===== src/design/wsd_pkg.sv =====
// ----------------------------------------------------------------------------
// wsd_pkg
// shared types, codes and helpers for the window stack hit-test and drag block
// ----------------------------------------------------------------------------
package wsd_pkg;

    localparam int MAX_WINDOWS_DEF = 16;

    localparam int COORD_W    = 16;
    localparam int BTN_W      = 8;
    localparam int SLOT_OUT_W = 4;
    localparam int STATUS_W   = 2;

    // packed stream widths, whole bytes
    localparam int IN_DATA_W  = 72;
    localparam int OUT_DATA_W = 48;

    localparam logic ACTION_CREATE = 1'b0;
    localparam logic ACTION_MOUSE  = 1'b1;

    typedef enum logic [STATUS_W-1:0] {
        STATUS_CREATED = 2'd0,
        STATUS_FULL    = 2'd1,
        STATUS_MOUSE   = 2'd2
    } status_t;

    // one window rectangle as held in the rectangle memory
    typedef struct packed {
        logic [COORD_W-1:0] left;
        logic [COORD_W-1:0] top;
        logic [COORD_W-1:0] wide;
        logic [COORD_W-1:0] tall;
    } rect_t;

    // half-open containment, edges summed in 17 bits so they never wrap
    function automatic logic point_inside(rect_t r, logic [COORD_W-1:0] x,
                                          logic [COORD_W-1:0] y);
        logic [COORD_W:0] right;
        logic [COORD_W:0] bottom;
        right  = {1'b0, r.left} + {1'b0, r.wide};
        bottom = {1'b0, r.top} + {1'b0, r.tall};
        return (x >= r.left) && ({1'b0, x} < right) &&
               (y >= r.top) && ({1'b0, y} < bottom);
    endfunction

endpackage


===== src/design/wsd_ram.sv =====
// ----------------------------------------------------------------------------
// wsd_ram
// generic simple dual-port ram, one write and one registered read port
// ----------------------------------------------------------------------------
module wsd_ram #(
    parameter int DATA_W = 8,
    parameter int DEPTH  = 16
) (
    input  logic                                     clk,
    input  logic                                     we,
    input  logic [((DEPTH > 1) ? $clog2(DEPTH) : 1)-1:0] waddr,
    input  logic [DATA_W-1:0]                        wdata,
    input  logic                                     re,
    input  logic [((DEPTH > 1) ? $clog2(DEPTH) : 1)-1:0] raddr,
    output logic [DATA_W-1:0]                        rdata
);

    logic [DATA_W-1:0] mem_reg [DEPTH];
    logic [DATA_W-1:0] rdata_reg;

    always_ff @(posedge clk)
    begin
        if (we)
        begin
            mem_reg[waddr] <= wdata;
        end
        if (re)
        begin
            rdata_reg <= mem_reg[raddr];
        end
    end

    assign rdata = rdata_reg;

endmodule


===== src/design/window_stack_hit_test_drag.sv =====
// ----------------------------------------------------------------------------
// window_stack_hit_test_drag
// window rectangle table with stacking order, pointer hit test and drag
// ----------------------------------------------------------------------------
// one word in gives one word out. create, drag-move and release words go from
// accept straight to the output state. a fresh press scans the stacking memory
// top to bottom through a three-step read pipeline (stacking read, rectangle
// read, test), and a hit below the top then shifts the stacking order up one
// entry per cycle through the single write port and writes the window on top.
// one word is worked on at a time; a new word is taken as soon as the previous
// result sits in the output register.
// the rectangles live in one memory, the bottom-to-top order in another;
// both hold nothing useful until written and get no clearing pass.
module window_stack_hit_test_drag #(
    parameter int MAX_WINDOWS = wsd_pkg::MAX_WINDOWS_DEF
) (
    input  logic                           clk,
    input  logic                           rst_n,
    // input stream
    input  logic                           s_axis_tvalid,
    output logic                           s_axis_tready,
    // pos_x, pos_y, rect_width, rect_height, buttons
    input  logic [wsd_pkg::IN_DATA_W-1:0]  s_axis_tdata,
    // action
    input  logic                           s_axis_tuser,
    // result stream
    output logic                           m_axis_tvalid,
    input  logic                           m_axis_tready,
    // window_slot, hit, dragging, drag_slot, drag_new_x, drag_new_y, zero pad
    output logic [wsd_pkg::OUT_DATA_W-1:0] m_axis_tdata,
    // status
    output logic [wsd_pkg::STATUS_W-1:0]   m_axis_tuser
);

    localparam int SLOT_W = (MAX_WINDOWS > 1) ? $clog2(MAX_WINDOWS) : 1;
    localparam int CNT_W  = $clog2(MAX_WINDOWS + 1);
    localparam int WIDE_W = (CNT_W > wsd_pkg::SLOT_OUT_W) ? CNT_W : wsd_pkg::SLOT_OUT_W;
    localparam int CW     = wsd_pkg::COORD_W;
    localparam int RECT_W = $bits(wsd_pkg::rect_t);

    typedef enum logic [2:0] {
        ST_IDLE,
        ST_SCAN,
        ST_SHIFT,
        ST_TOP,
        ST_OUT
    } state_t;

    state_t state_reg;

    // table bookkeeping
    logic [CNT_W-1:0]  count_reg;
    logic              prev_pressed_reg;
    logic              drag_on_reg;
    logic [SLOT_W-1:0] drag_idx_reg;
    logic [CW-1:0]     grab_x_reg;
    logic [CW-1:0]     grab_y_reg;
    // copy of the dragged window, so a move is a single full-word write
    logic [CW-1:0]     drag_x_reg;
    logic [CW-1:0]     drag_y_reg;
    logic [CW-1:0]     drag_w_reg;
    logic [CW-1:0]     drag_h_reg;
    // pointer of the word under work
    logic [CW-1:0]     pt_x_reg;
    logic [CW-1:0]     pt_y_reg;

    // scan pipeline: issue -> stack read (a) -> rect read (b) -> test
    logic [SLOT_W-1:0] iss_idx_reg;
    logic              iss_more_reg;
    logic              a_valid_reg;
    logic [SLOT_W-1:0] a_idx_reg;
    logic              b_valid_reg;
    logic [SLOT_W-1:0] b_idx_reg;
    logic [SLOT_W-1:0] b_slot_reg;
    // stacking position being overwritten while raising
    logic [SLOT_W-1:0] shift_idx_reg;

    // pending result
    wsd_pkg::status_t  res_status_reg;
    logic [wsd_pkg::SLOT_OUT_W-1:0] res_slot_reg;
    logic              res_hit_reg;

    logic                           m_tvalid_reg;
    logic [wsd_pkg::OUT_DATA_W-1:0] m_tdata_reg;
    logic [wsd_pkg::STATUS_W-1:0]   m_tuser_reg;

    // input word fields
    logic [CW-1:0]              in_x;
    logic [CW-1:0]              in_y;
    logic [CW-1:0]              in_w;
    logic [CW-1:0]              in_h;
    logic [wsd_pkg::BTN_W-1:0]  in_btn;
    logic                       in_pressed;
    logic                       in_accept;

    assign in_x       = s_axis_tdata[CW-1:0];
    assign in_y       = s_axis_tdata[2*CW-1:CW];
    assign in_w       = s_axis_tdata[3*CW-1:2*CW];
    assign in_h       = s_axis_tdata[4*CW-1:3*CW];
    assign in_btn     = s_axis_tdata[4*CW+wsd_pkg::BTN_W-1:4*CW];
    assign in_pressed = |in_btn;

    assign s_axis_tready = (state_reg == ST_IDLE);
    assign in_accept     = s_axis_tvalid && s_axis_tready;

    // derived values
    logic              table_full;
    logic [SLOT_W-1:0] new_slot;
    logic [SLOT_W-1:0] last_pos;
    logic [CW-1:0]     move_x;
    logic [CW-1:0]     move_y;
    logic [CNT_W:0]    shift_ahead;

    assign table_full  = (count_reg >= CNT_W'(MAX_WINDOWS));
    assign new_slot    = count_reg[SLOT_W-1:0];
    assign last_pos    = SLOT_W'(count_reg - CNT_W'(1));
    assign move_x      = in_x - grab_x_reg;
    assign move_y      = in_y - grab_y_reg;
    assign shift_ahead = (CNT_W + 1)'(shift_idx_reg) + (CNT_W + 1)'(2);

    // slot numbers widened then cut to the 4-bit result fields
    logic [WIDE_W-1:0] cnt_ext;
    logic [WIDE_W-1:0] hit_ext;
    logic [WIDE_W-1:0] drag_ext;

    assign cnt_ext  = WIDE_W'(count_reg);
    assign hit_ext  = WIDE_W'(b_slot_reg);
    assign drag_ext = WIDE_W'(drag_idx_reg);

    // memories
    logic              rect_we;
    logic [SLOT_W-1:0] rect_waddr;
    wsd_pkg::rect_t    rect_wdata;
    logic              rect_re;
    logic [SLOT_W-1:0] rect_raddr;
    wsd_pkg::rect_t    rect_rd;

    logic              stack_we;
    logic [SLOT_W-1:0] stack_waddr;
    logic [SLOT_W-1:0] stack_wdata;
    logic              stack_re;
    logic [SLOT_W-1:0] stack_raddr;
    logic [SLOT_W-1:0] stack_rd;

    wsd_ram #(
        .DATA_W (RECT_W),
        .DEPTH  (MAX_WINDOWS)
    ) u_rect_ram (
        .clk   (clk),
        .we    (rect_we),
        .waddr (rect_waddr),
        .wdata (rect_wdata),
        .re    (rect_re),
        .raddr (rect_raddr),
        .rdata (rect_rd)
    );

    wsd_ram #(
        .DATA_W (SLOT_W),
        .DEPTH  (MAX_WINDOWS)
    ) u_stack_ram (
        .clk   (clk),
        .we    (stack_we),
        .waddr (stack_waddr),
        .wdata (stack_wdata),
        .re    (stack_re),
        .raddr (stack_raddr),
        .rdata (stack_rd)
    );

    // hit at the test stage of the scan
    logic scan_hit;

    assign scan_hit = (state_reg == ST_SCAN) && b_valid_reg &&
                      wsd_pkg::point_inside(rect_rd, pt_x_reg, pt_y_reg);

    // memory port control
    always_comb
    begin
        rect_we     = 1'b0;
        rect_waddr  = new_slot;
        rect_wdata  = '{left: in_x, top: in_y, wide: in_w, tall: in_h};
        rect_re     = 1'b0;
        rect_raddr  = stack_rd;
        stack_we    = 1'b0;
        stack_waddr = new_slot;
        stack_wdata = new_slot;
        stack_re    = 1'b0;
        stack_raddr = iss_idx_reg;

        case (state_reg)
            ST_IDLE:
            begin
                if (in_accept)
                begin
                    if (s_axis_tuser == wsd_pkg::ACTION_CREATE)
                    begin
                        // new window lands in the next free slot, on top
                        rect_we  = !table_full;
                        stack_we = !table_full;
                    end
                    else if (in_pressed && prev_pressed_reg && drag_on_reg)
                    begin
                        rect_we    = 1'b1;
                        rect_waddr = drag_idx_reg;
                        rect_wdata = '{left: move_x, top: move_y,
                                       wide: drag_w_reg, tall: drag_h_reg};
                    end
                end
            end
            ST_SCAN:
            begin
                if (scan_hit)
                begin
                    // prefetch the entry above the hit for the raise
                    stack_re    = 1'b1;
                    stack_raddr = b_idx_reg + SLOT_W'(1);
                end
                else
                begin
                    rect_re  = a_valid_reg;
                    stack_re = iss_more_reg;
                end
            end
            ST_SHIFT:
            begin
                stack_we    = 1'b1;
                stack_waddr = shift_idx_reg;
                stack_wdata = stack_rd;
                stack_re    = (shift_ahead < (CNT_W + 1)'(count_reg));
                stack_raddr = shift_ahead[SLOT_W-1:0];
            end
            ST_TOP:
            begin
                stack_we    = 1'b1;
                stack_waddr = last_pos;
                stack_wdata = b_slot_reg;
            end
            default:
            begin
            end
        endcase
    end

    // sequencer, bookkeeping and output register
    always_ff @(posedge clk or negedge rst_n)
    begin
        if (!rst_n)
        begin
            state_reg        <= ST_IDLE;
            count_reg        <= '0;
            prev_pressed_reg <= 1'b0;
            drag_on_reg      <= 1'b0;
            drag_idx_reg     <= '0;
            grab_x_reg       <= '0;
            grab_y_reg       <= '0;
            iss_more_reg     <= 1'b0;
            a_valid_reg      <= 1'b0;
            b_valid_reg      <= 1'b0;
            m_tvalid_reg     <= 1'b0;
        end
        else
        begin
            // taken word leaves, unless a new one is loaded in its place
            if (m_tvalid_reg && m_axis_tready && (state_reg != ST_OUT))
            begin
                m_tvalid_reg <= 1'b0;
            end

            case (state_reg)
                ST_IDLE:
                begin
                    if (in_accept)
                    begin
                        pt_x_reg    <= in_x;
                        pt_y_reg    <= in_y;
                        res_hit_reg <= 1'b0;
                        if (s_axis_tuser == wsd_pkg::ACTION_CREATE)
                        begin
                            state_reg <= ST_OUT;
                            if (table_full)
                            begin
                                res_status_reg <= wsd_pkg::STATUS_FULL;
                                res_slot_reg   <= '0;
                            end
                            else
                            begin
                                res_status_reg <= wsd_pkg::STATUS_CREATED;
                                res_slot_reg   <= cnt_ext[wsd_pkg::SLOT_OUT_W-1:0];
                                count_reg      <= count_reg + CNT_W'(1);
                            end
                        end
                        else
                        begin
                            res_status_reg   <= wsd_pkg::STATUS_MOUSE;
                            res_slot_reg     <= '0;
                            prev_pressed_reg <= in_pressed;
                            if (in_pressed && !prev_pressed_reg)
                            begin
                                // fresh press: scan from the top of the stack
                                if (count_reg != '0)
                                begin
                                    iss_idx_reg  <= last_pos;
                                    iss_more_reg <= 1'b1;
                                    a_valid_reg  <= 1'b0;
                                    b_valid_reg  <= 1'b0;
                                    state_reg    <= ST_SCAN;
                                end
                                else
                                begin
                                    state_reg <= ST_OUT;
                                end
                            end
                            else
                            begin
                                state_reg <= ST_OUT;
                                if (in_pressed)
                                begin
                                    if (drag_on_reg)
                                    begin
                                        drag_x_reg <= move_x;
                                        drag_y_reg <= move_y;
                                    end
                                end
                                else
                                begin
                                    drag_on_reg <= 1'b0;
                                end
                            end
                        end
                    end
                end
                ST_SCAN:
                begin
                    if (scan_hit)
                    begin
                        // raise and grab; first drag position is the window itself
                        grab_x_reg    <= pt_x_reg - rect_rd.left;
                        grab_y_reg    <= pt_y_reg - rect_rd.top;
                        drag_on_reg   <= 1'b1;
                        drag_idx_reg  <= b_slot_reg;
                        drag_x_reg    <= rect_rd.left;
                        drag_y_reg    <= rect_rd.top;
                        drag_w_reg    <= rect_rd.wide;
                        drag_h_reg    <= rect_rd.tall;
                        res_slot_reg  <= hit_ext[wsd_pkg::SLOT_OUT_W-1:0];
                        res_hit_reg   <= 1'b1;
                        shift_idx_reg <= b_idx_reg;
                        iss_more_reg  <= 1'b0;
                        a_valid_reg   <= 1'b0;
                        b_valid_reg   <= 1'b0;
                        state_reg     <= (b_idx_reg == last_pos) ? ST_OUT : ST_SHIFT;
                    end
                    else if (b_valid_reg && (b_idx_reg == '0))
                    begin
                        // bottom reached, press on empty space
                        iss_more_reg <= 1'b0;
                        a_valid_reg  <= 1'b0;
                        b_valid_reg  <= 1'b0;
                        state_reg    <= ST_OUT;
                    end
                    else
                    begin
                        b_valid_reg  <= a_valid_reg;
                        b_idx_reg    <= a_idx_reg;
                        b_slot_reg   <= stack_rd;
                        a_valid_reg  <= iss_more_reg;
                        a_idx_reg    <= iss_idx_reg;
                        iss_idx_reg  <= iss_idx_reg - SLOT_W'(1);
                        iss_more_reg <= iss_more_reg && (iss_idx_reg != '0);
                    end
                end
                ST_SHIFT:
                begin
                    if (shift_ahead < (CNT_W + 1)'(count_reg))
                    begin
                        shift_idx_reg <= shift_idx_reg + SLOT_W'(1);
                    end
                    else
                    begin
                        state_reg <= ST_TOP;
                    end
                end
                ST_TOP:
                begin
                    state_reg <= ST_OUT;
                end
                ST_OUT:
                begin
                    if (!m_tvalid_reg || m_axis_tready)
                    begin
                        m_tvalid_reg <= 1'b1;
                        m_tuser_reg  <= res_status_reg;
                        m_tdata_reg  <= {6'd0,
                                         drag_on_reg ? drag_y_reg : 16'd0,
                                         drag_on_reg ? drag_x_reg : 16'd0,
                                         drag_on_reg ?
                                             drag_ext[wsd_pkg::SLOT_OUT_W-1:0] : 4'd0,
                                         drag_on_reg,
                                         res_hit_reg,
                                         res_slot_reg};
                        state_reg    <= ST_IDLE;
                    end
                end
                default:
                begin
                    state_reg <= ST_IDLE;
                end
            endcase
        end
    end

    assign m_axis_tvalid = m_tvalid_reg;
    assign m_axis_tdata  = m_tdata_reg;
    assign m_axis_tuser  = m_tuser_reg;

`ifndef SYNTHESIS
    // the window count never passes the table size
    assert property (@(posedge clk) disable iff (!rst_n)
        count_reg <= CNT_W'(MAX_WINDOWS))
        else $error("window count beyond table size");

    // a drag only ever refers to a created window and a held button
    assert property (@(posedge clk) disable iff (!rst_n)
        drag_on_reg |-> (CNT_W'(drag_idx_reg) < count_reg) && prev_pressed_reg)
        else $error("drag state inconsistent");

    // the scan test stage only looks at occupied stacking positions
    assert property (@(posedge clk) disable iff (!rst_n)
        (state_reg == ST_SCAN && b_valid_reg) |-> (CNT_W'(b_idx_reg) < count_reg))
        else $error("scan beyond stack");

    // raising never writes past the top of the stack
    assert property (@(posedge clk) disable iff (!rst_n)
        (state_reg == ST_SHIFT) |-> (CNT_W'(shift_idx_reg) + CNT_W'(1) < count_reg))
        else $error("raise shift out of range");
`endif

endmodule

===== config.mk =====
export PLATFORM = sky130hd
export DESIGN_NAME = window_stack_hit_test_drag
export DESIGN_NICKNAME = d
export VERILOG_FILES = /design/src/design/wsd_pkg.sv /design/src/design/wsd_ram.sv /design/src/design/window_stack_hit_test_drag.sv
export SDC_FILE = /design/constraint.sdc
export NUM_CORES = 1
export LEC_CHECK = 0
export ABC_CLOCK_PERIOD_IN_PS = 11190
export BUFFER_PORTS_ARGS = -buffer_cell sky130_fd_sc_hd__buf_2
export CAP_MARGIN = 10
export CORE_UTILIZATION = 35
export DETAILED_ROUTE_END_ITERATION = 6
export GPL_ROUTABILITY_DRIVEN = 0
export PLACE_DENSITY_LB_ADDON = 0.1
export SLEW_MARGIN = 30
export SYNTH_ARGS = -nofsm -noshare
export SYNTH_HDL_FRONTEND = slang
export SYNTH_HIERARCHICAL = 1
export SYNTH_SLANG_ARGS = --single-unit

===== constraint.sdc =====
create_clock -name clk -period 11.19 [get_ports clk]
set_input_delay 0.5595 -clock clk [delete_from_list [all_inputs] [get_ports clk]]
set_output_delay 0.5595 -clock clk [all_outputs]
set_load 0.1 [all_outputs]

== Word-level counts from Yosys, hierarchy flattened ==
Memory sizes are Yosys's and may differ from the RTL's. A register that Yosys moved wholly into a read port is not among the register bits.
Cells that the tools add are included.

* Flip-flop bits (word level): 217
* Bits in writable memories: 1,088
* Latch bits: 0
* Memories kept: 2
* Output and inout bits: 52
* Memory bits (read-only): 0
* Input bits: 77

{| class="wikitable"
|+ Memory list
! memory !! depth !! bits a word !! rd ports !! clocked after memory_dff !! wr ports !! RTL line !! source
|-
| u_rect_ram.mem_reg || 16 || 64 || 1 || 1 || 1 || wsd_ram.sv:18 || <nowiki>logic [DATA_W-1:0] mem_reg [DEPTH];</nowiki>
|-
| u_stack_ram.mem_reg || 16 || 4 || 1 || 1 || 1 || wsd_ram.sv:18 ||
|}

* $add $sub $neg: 12
* Shifts and indexed selects: 0
* Magnitude comparators: 6
* Div/mod/pow operators: 0
* Reductions and logical operators: 39
* Equality and inequality tests: 21
* Bitwise operators: 4
* Multiply operators: 0
* Multiplexer cells: 95

{| class="wikitable"
|+ Operator list
! kind !! count
|-
| $mux W64 || 4
|-
| $mux W16 || 12
|-
| $mux W4 || 17
|-
| $pmux W16 S2 || 2
|-
| $sub A16 B16 Y16 || 4
|-
| $pmux W4 S2 || 6
|-
| $mux W1 || 37
|-
| $add A16 B16 Y17 || 2
|-
| $lt A16 B17 Y1 || 2
|-
| $ge A16 B16 Y1 || 2
|-
| $mux W3 || 9
|-
| $reduce_and A4 Y1 || 5
|-
| $ne A2 B2 Y1 const B || 8
|-
| $reduce_and A8 Y1 || 2
|-
| $pmux W3 S5 || 1
|-
| $pmux W1 S2 || 7
|-
| $logic_and A1 B1 Y1 || 13
|-
| $ne A2 B1 Y1 const B || 6
|-
| $reduce_and A3 Y1 || 4
|-
| $add A4 B1 Y4 const B || 2
|-
| $reduce_or A8 Y1 || 1
|-
| $sub A4 B1 Y4 const B || 2
|-
| $eq A3 B2 Y1 const B || 2
|-
| $reduce_and A6 Y1 || 1
|-
| 20 further kinds || 26
|}

== Logic depth before layout (Yosys ltp) ==
Gate-level depths: netlist of run 1.

* Word-level depth: 9
* Gate-level depth with buffers: 25
* Gate-level depth less buffers: 21

== Cells and area by module ==
The synthesis of run 1 kept the hierarchy.

{| class="wikitable"
|+ By module, submodules not included
! module !! area an instance (sq um) !! cells each !! instances !! sequential area each (sq um)
|-
| wsd_ram (u_rect_ram) || 40,222.3 || 1,647 || 1 || 32,671.3
|-
| window_stack_hit_test_drag || 14,356.3 || 1,480 || 1 || 6,266.0
|-
| wsd_ram (u_stack_ram) || 2,706.3 || 130 || 1 || 2,042.0
|}

== Worst setup path after synthesis of run 1 ==
No wires, ideal clock.

* Path kind: flip-flop to flip-flop
* From: reg u_rect_ram.rdata_reg[48] (netlist: u_rect_ram/rdata[48]) (read register of u_rect_ram.mem_reg)
* To: reg drag_x_reg[0] (enable)
* Buffers on the path: 1
* Setup slack: 1.763 ns
* Cell stages (with the launch flop): 20
* Arrival time: 8.832 ns
* Required time: 10.596 ns
* Clock period less this slack: 9.427 ns
* Cell sequence: edfxtp_1 ha_1 fa_1 a211o_1 o211ai_1 a21oi_1 o21ai_0 nand2b_1 a21oi_1 xor2_1 ha_1 a21o_1 a211o_1 a2111oi_0 o21ai_1 o211ai_2 and3_1 buf_4 a21oi_4 a2111oi_0

* Word-level cells in the longest chain between the ends: 8
* Elaborated cells on any way between the ends: 9
* Those cells by class: add/sub: 1; order compare: 2; eq/ne: 1; reduce/logical: 5

{| class="wikitable"
|+ RTL lines
! what !! RTL line !! source
|-
| start, declared || wsd_ram.sv:19 || <nowiki>logic [DATA_W-1:0] rdata_reg;</nowiki>
|-
| $add A16 B16 Y17 || wsd_pkg.sv:40 || <nowiki>right = {1'b0, r.left} + {1'b0, r.wide};</nowiki>
|-
| $lt A16 B17 Y1 || wsd_pkg.sv:42 || <nowiki>return (x >= r.left) && ({1'b0, x} < right) &&</nowiki>
|-
| $logic_and A1 B1 Y1 * (2 in a row) || wsd_pkg.sv:42 ||
|-
| $logic_and A1 B1 Y1 * || wsd_pkg.sv:43 || <nowiki>(y >= r.top) && ({1'b0, y} < bottom);</nowiki>
|-
| $logic_and A1 B1 Y1 * || window_stack_hit_test_drag.sv:175 || <nowiki>wsd_pkg::point_inside(rect_rd, pt_x_reg, pt_y_reg);</nowiki>
|-
| $ne A2 B2 Y1 (no source line) * || n/a ||
|-
| $reduce_and A8 Y1 (no source line) * || n/a ||
|-
| end signal, assigned || window_stack_hit_test_drag.sv:321 || <nowiki>drag_x_reg <= move_x;</nowiki>
|-
| end signal, assigned || window_stack_hit_test_drag.sv:342 || <nowiki>drag_x_reg <= rect_rd.left;</nowiki>
|-
| end, declared || window_stack_hit_test_drag.sv:59 || <nowiki>logic [CW-1:0] drag_x_reg;</nowiki>
|}

Every way passes the cells marked *; elsewhere a longest branch is shown, timed or not.
A chain may end at the register's enable or synchronous reset.

== Worst setup path after layout of run 1 ==
* From: reg u_rect_ram.rdata_reg[48] (netlist: u_rect_ram/rdata[48]) (read register of u_rect_ram.mem_reg)
* To: reg u_stack_ram.rdata_reg[3] (netlist: u_stack_ram/rdata[3]) (read register of u_stack_ram.mem_reg), data pin

* Word-level cells in the longest chain between the ends: 8
* Elaborated cells on any way between the ends: 11
* Those cells by class: add/sub: 1; order compare: 2; mux: 4; reduce/logical: 4

{| class="wikitable"
|+ RTL lines
! what !! RTL line !! source
|-
| $add A16 B16 Y17 || wsd_pkg.sv:40 ||
|-
| $lt A16 B17 Y1 || wsd_pkg.sv:42 ||
|-
| $logic_and A1 B1 Y1 * (2 in a row) || wsd_pkg.sv:42 ||
|-
| $logic_and A1 B1 Y1 * || wsd_pkg.sv:43 ||
|-
| $logic_and A1 B1 Y1 * || window_stack_hit_test_drag.sv:175 ||
|-
| $mux W4 * || window_stack_hit_test_drag.sv:213 || <nowiki>if (scan_hit)</nowiki>
|-
| $pmux W4 S2 * || window_stack_hit_test_drag.sv:191 || <nowiki>case (state_reg)</nowiki>
|-
| via stack_raddr[0] || window_stack_hit_test_drag.sv:142 || <nowiki>logic [SLOT_W-1:0] stack_raddr;</nowiki>
|-
| end, declared || wsd_ram.sv:19 ||
|}

The timed path passes the listed nets; every way through them passes the cells marked *.

==> flow_summary_export.csv, run 1 <==
group,metric,value,unit
worst_setup_path,path_class,"flip-flop to flip-flop",
die,die-height,406.6,um
sta,rsz0062_at_grt,"false",
clock_network,htree_levels,4,
route,drc,0,
power_and_ir_drop,irDropWorstVdd,0.1930,mV
run,drv_cap,0,
power_and_ir_drop,power_density,272.8,nW/um^2
route,first_pass_iters,5,
layout,drive_gt1_share,20.39,%
die,pin_count,129,
sta,worst_clock_skew,23.25,ps
sta,hold_viol,0,
route,via_count,31130,
worst_setup_path,startpoint,"u_rect_ram/rdata[48]",
synthesis,yosysTopAreaCell,"edfxtp_1",
die,initial_utilization,35.23,%
status,status,"complete, no violations",
layout,fin_nets,3708,
sta,slew_violations,0,
die,die_area,165300,sq um
global_routing,grt_first_pass_wirelength,230.8,mm
sta,slew_headroom,32.84,%
clock_network,cts_resized,0,
sta,finalSetupViolations,0,
synthesis,ys_seq_elements,1373,
worst_setup_path,reg2reg_to,"u_stack_ram/rdata[3]",
synthesis,synthArstFlopShare,3.642,%
synthesis,synth_top_area_share,69.35,%
clock_network,clock-sinks,1373,
synthesis,synth_common_cells,"edfxtp_1 (1323), nand2_1 (288), mux4_2 (258)",
synthesis,yosys_most_used_dff,"edfxtp_1",
global_routing,antenna_found_initial,16,
synthesis,synth_cells,3257,
die,rows,148,
global_routing,grt_overflow,0,
place,portBuffers,122,
sta,fmax,158.5,MHz
worst_setup_path,ff2ff_setup_slack,4880,ps
sta,tns,0,ps
place,dp_hpwl,100.3,mm
worst_setup_path,startpoint_type,"flip-flop",
clock_network,cts_tree,"done",
die,die_x,406.6,um
worst_setup_path,r2r_cells,21,
synthesis,synth_seq_area_share,71.54,%
layout,largest_reg_flops,1024,
route,wl,162.4,mm
global_routing,grt_max_degree,116,
power_and_ir_drop,p_leak,22.24,nW
route,final_antenna_net_count,0,
min_path,whs_path_depth,1,
sta,setup_ws,4880,ps
sta,finalCriticalPeriod,6310,ps
clock_network,cts_made_buffers,149,
sta,tightest_slew,1007,ps
route,drtIter0Drc,2737,
place,place_ws,4858,ps
synthesis,netlist_area,57280,sq um
synthesis,synth_edf_count,1323,
layout,fillerInstances,14730,
worst_setup_path,critPathCapture,"u_stack_ram/rdata[3]",
synthesis,yosysMostFrequentCell,"edfxtp_1",
global_routing,first_global_vias,31880,
synthesis,ys.warnings.count,6,
clock_network,cts.clk_slew.worst_paths,60,ps
clock_network,cts_root_buffer,"clkbuf_16",
synthesis,ys_top_cells_by_area,"edfxtp_1 (69%), mux4_2 (10%), ha_1 (2.9%), dfrtp_1 (2.2%), nand2_1 (1.9%)",
die,core_area,162600,sq um
sta,final.period_utilization,56.39,%
worst_setup_path,rr_startpoint,"u_rect_ram/rdata[48]",
clock_network,cts.path.max_buffers,3,
route,avgRoutedWirePerCell,28.03,um
route,viasPerCell,5.374,
synthesis,ys_types,87,
layout,synthToLayoutAreaGrowth,15.08,%
worst_setup_path,cp_max_fo,16,
worst_setup_path,cp_data_required_time,11700,ps
worst_setup_path,cp-end-kind,"flip-flop",
min_path,hold_class,"primary input to flip-flop",
worst_setup_path,worstPathArrival,6820,ps
clock_network,insertion_delay,790,ps
global_routing,grt_usage,19.75,%
synthesis,synth.avg_cell_area,17.59,sq um
## critical path: stages (launching register included)
cell       delay [ps]
edfxtp_1          420
ha_1              260
fa_1              440
a211o_1           280
o211ai_1          180
a21oi_1           130
o21ai_0           230
nand2b_1           80
a21oi_1           180
xor2_1            200
ha_1              270
a21o_1            170
a211o_1           300
a2111oi_0         420
o21ai_1           160
o211ai_2          160
nand3_2           270
nor3_1            210
a211o_1           640
mux4_1            650
a22oi_1           240
nand3_1           120
## power by group
part	total [mW]	internal [mW]	leakage [nW]	switching, mW
logic	6.34	2.41	7.34	3.93
clock network	4.84	2.80	2.33	2.05
registers	6.80	6.43	12.6	0.365
## cell families (layout without fill, tap and decap cells)
kind of cell / Yosys count / count (layout) / share of synthesized area [%]
DFF: 1373 / 1373 / 71.54
and+or+nand+nor: 624 / 624 / 5.000
AOI/OAI and AO/OA: 493 / 493 / 5.712
muxes: 295 / 295 / 11.21
buffers and inverters: 237 / 589 / 1.907
adders and majority gates: 141 / 141 / 3.158
xor gates and xnor gates: 93 / 93 / 1.470
other: 1 / 9 / 0.006546
## per-layer routing
layer / GRT usage, % / part of all wire [%] / vias to the layer above
li1: - / - / 13490
met1: 27.21 / 44 / 16520
met2: 31.59 / 47 / 898
met3: 3.662 / 5.7 / 219
met4: 6.272 / 2.9 / 6
met5: 0 / 0.025 / -
## worst min path at each step
stage / slack (ps) / from / endpoint
after floorplan: 260 / rst_n / a_valid_reg
after global placement: 400 / a_idx_reg[3] / b_idx_reg[3]
after detailed placement: 410 / a_idx_reg[2] / b_idx_reg[2]
after CTS: 1 / s_axis_tdata[17] / pt_y_reg[1]
after global routing: 20 / s_axis_tdata[17] / pt_y_reg[1]
final: 50 / s_axis_tdata[16] / pt_y_reg[0]
## area by class of cell
class / count / area (sq um) / area share (%)
inverters: 100 / 375.4 / 0.5694
multi-input cells: 1652 / 15510 / 23.53
clock buffers: 193 / 3956 / 6.002
well taps: 2175 / 2721 / 4.128
repair buffers: 214 / 1519 / 2.304
flip-flops and latches: 1373 / 40980 / 62.16
diodes: 3 / 7.507 / 0.01139
clock inverters: 82 / 849.6 / 1.289
## repair_timing
item | in CTS | in global routing
hold buffers | 16 | 0
endpoints found under the setup margin | 0 | 0
buffers inserted | 0 | 0
endpoints found under the hold margin | 33 | 0
## cells in the final DEF (no fill, tap or decap), types with 18 or more instances in the layout
master	count
a21o_1	32
a21oi_1	81
a22oi_1	133
and2_1	40
buf_2	122
buf_4	58
clkbuf_1	40
clkbuf_16	151
clkinv_1	27
clkinv_2	24
dfrtp_1	50
edfxtp_1	1323
ha_1	135
inv_1	99
mux4_2	258
nand2_1	288
nand2b_1	29
nand3_1	51
nor2_1	87
nor2b_1	18
nor3_1	30
o21ai_0	67
o21ai_1	42
o21ai_2	23
xnor2_1	42
xor2_1	48
## stage by stage
stage | instances | hold slack (ps) | util, % | total power [mW] | instance area (sq um)
after floorplan | 3262 | 263.9 | - | 11.15 | 57300
after global placement | 5490 | 403.7 | 37.29 | 13.13 | 60630
after detailed placement | 5497 | 407.2 | 37.44 | 13.24 | 60880
after CTS | 5788 | 1.103 | 40.50 | 18.14 | 65840
after global routing | 5789 | 16.40 | 40.54 | 18.89 | 65910
final | 5792 | 53.05 | 40.55 | 17.98 | 65920
Note: power is estimated with default switching activity, not from simulation.
==> run 2, diff against run 1 <==
Settings changed: ABC_CLOCK_PERIOD_IN_PS 11190 to 6250.
Clock period 11.19 ns to 6.25 ns, I/O delays scaled along.
==> run 2 against run 1 <==
Effect of this change: register-to-register slack got worse by 4500 ps; utilization increased by 0.33 points; cell count increased by 0.29%; non-clock buffer count increased by 16; via count increased by 0.27%; critical endpoint is now u_stack_ram/rdata[1]; largest power group unchanged.
==> flow_summary_export.csv, run 2 (synthesis gave the netlist of run 1 again) <==
group,metric,value,unit
power_and_ir_drop,power_density,486.9,nW/um^2
worst_setup_path,path_class,"flip-flop to flip-flop",
place,portBuffers,122,
power_and_ir_drop,p_clk_share,27.1,%
layout,drive_gt1_share,20.67,%
power_and_ir_drop,irDropWorstVdd,0.4465,mV
die,rows,148,
power_and_ir_drop,p_total,32.36,mW
worst_setup_path,startpoint_type,"flip-flop",
global_routing,grt_usage,20.36,%
clock_network,cts.path.max_buffers,3,
sta,worst_clock_skew,42.27,ps
die,pin_count,129,
sta,slew_violations,0,
place,dp_hpwl,98.76,mm
layout,synthToLayoutAreaGrowth,16.01,%
layout,layout_commonest_cell,"edfxtp_1",
die,die_x,406.6,um
sta,final.period_utilization,93.54,%
place,dp.cells,5495,
die,initial_utilization,35.23,%
layout,mostFrequentLayoutCells,"edfxtp_1 (1323), nand2_1 (288), mux4_2 (258)",
min_path,min_from,"s_axis_tdata[67]",
clock_network,cts.clk_slew.worst_paths,60,ps
route,avgRoutedWirePerCell,28.69,um
sta,fmax,171.1,MHz
worst_setup_path,crit_buf_inv,1,
sta,finalCriticalPeriod,5846,ps
clock_network,cts_root_buffer,"clkbuf_16",
min_path,whs_path_depth,5,
worst_setup_path,cp_top_family,"compound AO/OA/AOI/OAI gates",
sta,tightest_slew,974.7,ps
worst_setup_path,crit_path_cell_trace,"ha_1 -> a211o_1 -> a211oi_1 -> o2111ai_1 -> a31oi_1 -> nor2_1 -> o21a_1 -> o41a_1 -> xnor2_1 -> ha_1 -> nor2_1 -> a211oi_1 -> o211ai_2 -> and3_1 -> a21oi_4 -> a211o_1 -> buf_4 -> mux4_1 -> nand2_1 -> nand3_1",
sta,hold_viol,0,
clock_network,post_cts_buffers,0,
route,drc,0,
worst_setup_path,ff2ff_setup_slack,400,ps
global_routing,first_global_vias,32310,
clock_network,cts_tree,"done",
worst_setup_path,r2r_cells,20,
min_path,min_to,"prev_pressed_reg",
layout,fillerInstances,14810,
route,first_pass_iters,5,
layout,fin_nets,3727,
clock_network,htree_levels,4,
route,wl,166.7,mm
power_and_ir_drop,combPwrFrac,35.7,%
route,drtIter0Drc,2663,
worst_setup_path,reg2reg_to,"u_stack_ram/rdata[1]",
sta,holdWs,81.82,ps
clock_network,clock-sinks,1373,
global_routing,grt_max_degree,95,
layout,largest_reg_flops,1024,
power_and_ir_drop,seqPwrFrac,37.2,%
route,viasPerCell,5.373,
global_routing,grt_overflow,0,
route,final_antenna_net_count,0,
global_routing,grt_first_pass_wirelength,237.6,mm
global_routing,antenna_found_initial,8,
worst_setup_path,critPathMaxStageDelay,570,ps
status,status,"complete, no violations",
worst_setup_path,cp-end-kind,"flip-flop",
die,die-height,406.6,um
worst_setup_path,critPathSlowestCell,"mux4_1",
die,core_area,162600,sq um
run,drv_cap,0,
route,via_count,31210,
power_and_ir_drop,switching_share,35.40,%
power_and_ir_drop,internal_power,20.90,mW
power_and_ir_drop,p_leak,22.38,nW
worst_setup_path,cp_data_required_time,6770,ps
min_path,hold_class,"primary input to flip-flop",
layout,final_cells,5809,
power_and_ir_drop,switchingPower,11.46,mW
worst_setup_path,rr_startpoint,"u_rect_ram/rdata[49]",
worst_setup_path,cp_max_fo,11,
die,die_area,165300,sq um
layout,finalCoreUtilization,40.88,%
sta,rsz0062_at_grt,"false",
sta,slew_headroom,34.58,%
worst_setup_path,startpoint,"u_rect_ram/rdata[49]",
clock_network,cts_made_buffers,152,
clock_network,insertion_delay,810,ps
worst_setup_path,worstPathArrival,6370,ps
sta,finalSetupViolations,0,
[run 2: per-layer routing]
| layer | track usage [%] | share of wire, % | up-vias |
|---|---|---|---|
| met5 | 0 | 0.024 | - |
| met4 | 4.947 | 2.0 | 6 |
| met3 | 2.996 | 4.7 | 215 |
| met2 | 34.04 | 50 | 822 |
| met1 | 27.90 | 44 | 16680 |
| li1 | - | - | 13490 |
[run 2: power groups by stage]
stage                     clock network [mW]  logic [mW]  registers [mW]
final                                   8.76        11.5            12.1
after global routing                    9.30        12.6            12.1
after CTS                               8.97        11.7            12.1
after detailed placement                   0        11.6            12.3
after global placement                     0        11.5            12.2
after floorplan                            0        7.90            12.1
[run 2: final cells by class]
cell class	count	area [sq um]	share of cell area, %
sequential	1373	40980	61.66
multi-input combinational	1652	15580	23.44
clock buffer	178	3933	5.917
tap	2175	2721	4.095
timing repair buffer	230	1897	2.854
clock inverter	96	959.7	1.444
inverter	100	375.4	0.5648
antenna	5	12.51	0.01883
[run 2: worst max path at each step]
| stage | slack, ps | cells after the start | end |
|---|---|---|---|
| floorplan | -2930 | 19 | drag_x_reg[0] |
| global placement | 510 | 19 | u_stack_ram/rdata[3] |
| detailed placement | 460 | 20 | u_stack_ram/rdata[0] |
| CTS | 410 | 20 | u_stack_ram/rdata[0] |
| global route | 10 | 20 | u_stack_ram/rdata[0] |
| finish | 400 | 20 | u_stack_ram/rdata[1] |
[run 2: tightest hold or removal path, delay by kind of cell]
kind / cells / cell delay [ps]
buf+inv: 2 / 220
simple gates: 2 / 140
mux: 1 / 150
[run 2: through the flow]
step                      instance area [sq um]  TNS (ps)  setup slack, ps
after floorplan                           57390    -93610            -2925
after detailed placement                  61120         0            458.0
after global routing                      66450         0            13.66
final                                     66460         0            404.0
after CTS                                 66360         0            406.9
after global placement                    61090         0            514.1
[run 2: repair_timing]
item                                   in CTS  in global routing
gates resized for setup                     0                  0
hold buffers                               35                  0
endpoints found under the hold margin      54                  0
